<file path="src/skt_pkg.sv">
// Shared types and constants for the sorted key table.
package skt_pkg;

  localparam int KEY_W = 64;  // key port width
  localparam int POS_W = 7;   // reported position width

  localparam logic CMD_INSERT = 1'b0;
  localparam logic CMD_SEARCH = 1'b1;

  // per-cycle control broadcast to every cell
  typedef struct packed {
    logic cmp_en;  // latch compare flags against the working key
    logic ins_en;  // shift up / load the working key
  } skt_cell_ctrl_t;

  typedef enum logic [4:0] {
    ST_IDLE = 5'b00001,
    ST_CMP  = 5'b00010,
    ST_INS  = 5'b00100,
    ST_SRCH = 5'b01000,
    ST_RESP = 5'b10000
  } skt_state_t;

endpackage

</file>
<file path="src/skt_cell.sv">
// One table slot: stored key, compare flags and shift-up logic.
module skt_cell #(
  parameter int KW = 64
) (
  input  logic                    clk,
  input  skt_pkg::skt_cell_ctrl_t ctrl,
  input  logic [KW-1:0]           k,
  input  logic                    filled,
  input  logic [KW-1:0]           prev_key,
  input  logic                    prev_lt,
  output logic [KW-1:0]           key_r,
  output logic                    lt_r,
  output logic                    eq_r,
  output logic                    load_here
);
  import skt_pkg::*;

  // first slot whose key is not below k, behind a run of smaller keys
  assign load_here = !lt_r && prev_lt;

  always_ff @(posedge clk) begin
    if (ctrl.cmp_en) begin
      lt_r <= filled && (key_r < k);
      eq_r <= (key_r == k);
    end
    if (ctrl.ins_en && !lt_r) begin
      key_r <= load_here ? k : prev_key;
    end
  end

endmodule

</file>
<file path="config.mk">
export PLATFORM = sky130hd
export DESIGN_NAME = skt_cell
export DESIGN_NICKNAME = d
export VERILOG_FILES = /design/src/skt_pkg.sv /design/src/skt_cell.sv
export SDC_FILE = /design/constraint.sdc
export NUM_CORES = 1
export LEC_CHECK = 0
export BUFFER_PORTS_ARGS = -buffer_cell sky130_fd_sc_hd__buf_2
export CORE_MARGIN = 3
export CORE_UTILIZATION = 35
export DETAILED_ROUTE_END_ITERATION = 10
export PLACE_DENSITY = 0.62
export SYNTH_ARGS = -nofsm -noshare
export SYNTH_HDL_FRONTEND = slang
export SYNTH_SLANG_ARGS = --single-unit
</file>
<file path="constraint.sdc">
create_clock -name clk -period 4 [get_ports clk]
set_clock_uncertainty 0.05 [all_clocks]
set_input_delay 0.2 -clock clk [delete_from_list [all_inputs] [get_ports clk]]
set_output_delay 0.2 -clock clk [all_outputs]
set_load 0.02 [all_outputs]
</file>
# After elaboration in Yosys (flattened, before gate mapping)
# Cells that the tools add are included.
# W data, S select, Z words.
# classes
reduce_logical,4
eq_ne,1
magnitude_cmp,1
muxes,1
# ops
cell,n
$eq A64 B64 Y1,1
$lt A64 B64 Y1,1
$mux W64,1
$logic_and A1 B1 Y1,3
$logic_not A1 Y1,1
# totals
ff_bits,66
word_cells,10
output_inout_bits,67
in_bits,133

# Longest topological paths before layout
# depth
ltp_word,3
depth_mapped,7

# Worst setup path before layout
# OpenSTA, ideal clock, no wires.
# synth_timing
path_kind,reg-to-reg
from,reg lt_r
to,"reg key_r[0], enable pin"
setup_time_ps,493
setup_slack_ps,89
n_path_buf,0
path_stages_with_launch,2
arrival_time_ps,3368
cell_sequence,edfxtp_1 > nor2b_1
# synth_via
elab_chain_cells,2
# synth_rtl
element,line,rtl
"start, declared",skt_cell.sv:12,"output logic lt_r,"
"start signal, assigned",skt_cell.sv:23,lt_r <= filled && (key_r < k);
$logic_not A1 Y1,skt_cell.sv:26,if (ctrl.ins_en && !lt_r) begin
$logic_and A1 B1 Y1,skt_cell.sv:26,
"end signal, assigned",skt_cell.sv:27,key_r <= load_here ? k : prev_key;
"end, declared",skt_cell.sv:11,"output logic [KW-1:0] key_r,"
# Every way passes these cells.
# A chain may end at the register's enable or synchronous reset.

# Worst setup path in the final report
# layout_timing
from,reg lt_r
to,reg key_r[5] (data pin)
# layout_via
elab_chain_cells,3
# layout_rtl
element,line,rtl
$logic_not A1 Y1,skt_cell.sv:19,assign load_here = !lt_r && prev_lt;
$logic_and A1 B1 Y1,skt_cell.sv:19,
$mux W64,skt_cell.sv:27,
# Every way passes these cells.

==> results.md <==
- Tmin final: 2.289 ns
- Flop pwr share: 43.0%
- First-pass GRT wire length: 18070 microns
- Grt total ovfl: 0
- Startpoint types: flip-flop
- Drt first pass iters: 4
- Initial antenna violation count: 1
- Overall die height: 118.4 microns
- Layout Cells excl Fill: 749
- Peak VDD IR: 0.0002426 V
- Maximum fanout along the worst path: 33
- Yosys top cell area share: 44.86%
- Top delay family on crit path: simple AND/OR/NAND/NOR gates
- Placer congestion estimate: 0.7963
- Max-cap violations: 0
- Cts hold-fix bufs: 0
- #FFs+latches synth: 66
- Peak per-stage delay on the critical path: 0.82 ns
- Hold Crit Class: primary input to flip-flop
- Drt drc: 0
- Outcome: complete, no violations
- IO Pins: 200
- Routed Antenna Nets: 0
- Initial Utilization: 36.33%
- Pwr Density: 335.4 mW/mm^2
- Fill cell count: 1143
- Wirelength per Cell: 14.63 microns
- Max Slew Vio Count: 0
- Worst Path Buf+Inv: 1
- Final hold vios: 0
- Final worst path period share: 57.23%
- Layout area overhead: 33.22%
- DRT iter0 DRCs: 102
- Inst Count DP: 733
- Critical Path Slowest Stage Cell: nor2b_4
- Synthesized area: 0.004418 sq mm
- Worst relative slew slack: 33.22%
- Prevailing post-synth register cell: edfxtp_1
- Post-Syn Area per Cell: 11.91 sq um
- Syn. warnings: 0
- CTS buffer count: 9
- Final TNS setup: 0 ns
- Setup Buffers After CTS: 0
- CTS tree: done
- Fmax: 0.4368 GHz
- Crit Path Category: flip-flop to flip-flop
- Sw frac: 27.31%
- Gr usage total: 16.18%
- Core area: 0.01216 sq mm
- Synth area leaders: edfxtp_1 (45%), ha_1 (18%), mux2_2 (15%), inv_1 (5.5%), a21oi_1 (2.9%)
- # rows: 40
- Via/cell ratio: 4.717
- Worst EP required: 4.02 ns
- Worst-skew pair later-pin latency: 0.33 ns
- Post-cts gate resize count: 0
- Htree depth: 3
- FFs w/ async S/R, synth: 0%
- CTS Buffer Depth: 2
- Most frequent cell after synthesis: edfxtp_1
- Slew @ Worst Pin: 0.9996 ns
- Die ar.: 0.01401 sq mm
- HPWL after DPL: 8774 microns
- Sw Pwr: 0.5391 mW
- Clk pwr share: 35.1%
- RSZ-0062 raised after global routing: false
- Critical Path, Cell by Cell: nor2b_4 -> buf_12 -> mux2_2
- Buffers on Ports: 199
- Fin nets: 773
- Clock Tree Root: clkbuf_16
- Clock transition at path regs: 0.06 ns
- Power share of the combinational group: 21.9%
- Layout cell share with drive strength beyond 1: 48.19%
- Cells after Synth: 371
- Top cells by count, synth: edfxtp_1 (66), inv_1 (65), ha_1 (64)
- Seq/Total Area, Yosys: 44.86%
- Via count: 3533
- Vias in the first global route: 3775
- Post-synth EDFFs: 66
- CTS Sinks: 66
- Final wirelength: 10960 microns
- Yosys cell types: 34
- Die width: 118.4 microns
- Internal power: 1.435 mW
- CP Capture Type: flip-flop
- Critical Path AT: 2.31 ns
- Setup violations, final: 0
- Static Leak: 2.831 nW
- Leading area contributor after synthesis: edfxtp_1
- Post-Syn Nets: 568
- Number of inserted diodes: 0
- Largest net degree at the start of global routing: 65
## state kept, by name (all words and copies together), names as in the netlist
name,count
lt_r,1
key_r,64
eq_r,1
## worst reg2reg max path, delay by kind of cell (launching register included)
family / cells / cell delay [ns]
multiplexers: 1 / 0.39
buffers and inverters: 1 / 0.30
AND/OR/NAND/NOR: 1 / 0.82
flip-flops: 1 / 0.47
## routing by layer
layer  routed length, microns  track usage (%)
met1                     4397            18.02
met2                     5391            27.94
met3                      915            5.646
met4                      243            6.960
met5                       11                0
## layout make-up
cell class	count	area [sq um]	share of cell area [%]
clock buffer	11	232.7	3.954
sequential	66	1982	33.67
tap	168	210.2	3.571
multi-input combinational	233	2172	36.90
inverter	65	244.0	4.145
clock inverter	5	21.27	0.3614
timing repair buffer	201	1023	17.39
## power by group through the flow
stage	combinational, mW	clock [mW]	sequential [mW]
floorplan	0.216	0	0.915
global placement	0.430	0	0.860
detailed placement	0.438	0	0.863
CTS	0.442	0.720	0.849
global route	0.489	0.749	0.854
finish	0.432	0.693	0.848
## through the flow
step	hold slack, ns	power [mW]	area, sq um	utilization (%)	worst slack (ns)
after floorplan	0.2625	1.131	4418	-	0.08923
after global placement	0.3804	1.290	5632	46.31	1.707
after detailed placement	0.3896	1.301	5632	46.31	1.666
after CTS	0.02797	2.011	5886	48.40	1.636
after global routing	0.03939	2.092	5886	48.40	1.567
final	0.05220	1.974	5886	48.40	1.711
## path summary, 6_finish.rpt
kind             start       end  slack [ns]  depth (start not counted)
max               lt_r  key_r[5]        1.71                          3
min            ctrl[1]      lt_r        0.05                          1
max reg2reg       lt_r  key_r[5]        1.71                          3
min reg2reg  key_r[39]      lt_r        0.82                          3
## cells by family (layout without fill, tap and decap cells)
logic type	count (synthesis)	in the layout	synth area share [%]
multiplexers	64	64	16.31
buffers and inverters	72	282	6.315
AO/OA/AOI/OAI	49	49	6.627
adder cells (fa/ha/maj)	64	64	18.13
flip-flops	66	66	44.86
AND/OR/NAND/NOR	56	56	7.760
## cells in the final DEF, fill, tap and decap left out, drive strengths merged, types with 2 or more instances in the layout
| cell | instances |
|---|---|
| nand3 | 6 |
| a21o | 2 |
| a21oi | 27 |
| nor2b | 5 |
| buf | 201 |
| clkbuf | 11 |
| o21ai | 8 |
| nor4 | 3 |
| ha | 64 |
| nor2 | 5 |
| nor3 | 3 |
| mux2 | 64 |
| nand2b | 2 |
| a31oi | 2 |
| edfxtp | 66 |
| nand4 | 16 |
| nand2 | 14 |
| a221oi | 2 |
| a22oi | 2 |
| clkinv | 5 |
| inv | 65 |
Note: power is estimated with default switching activity, not from simulation.
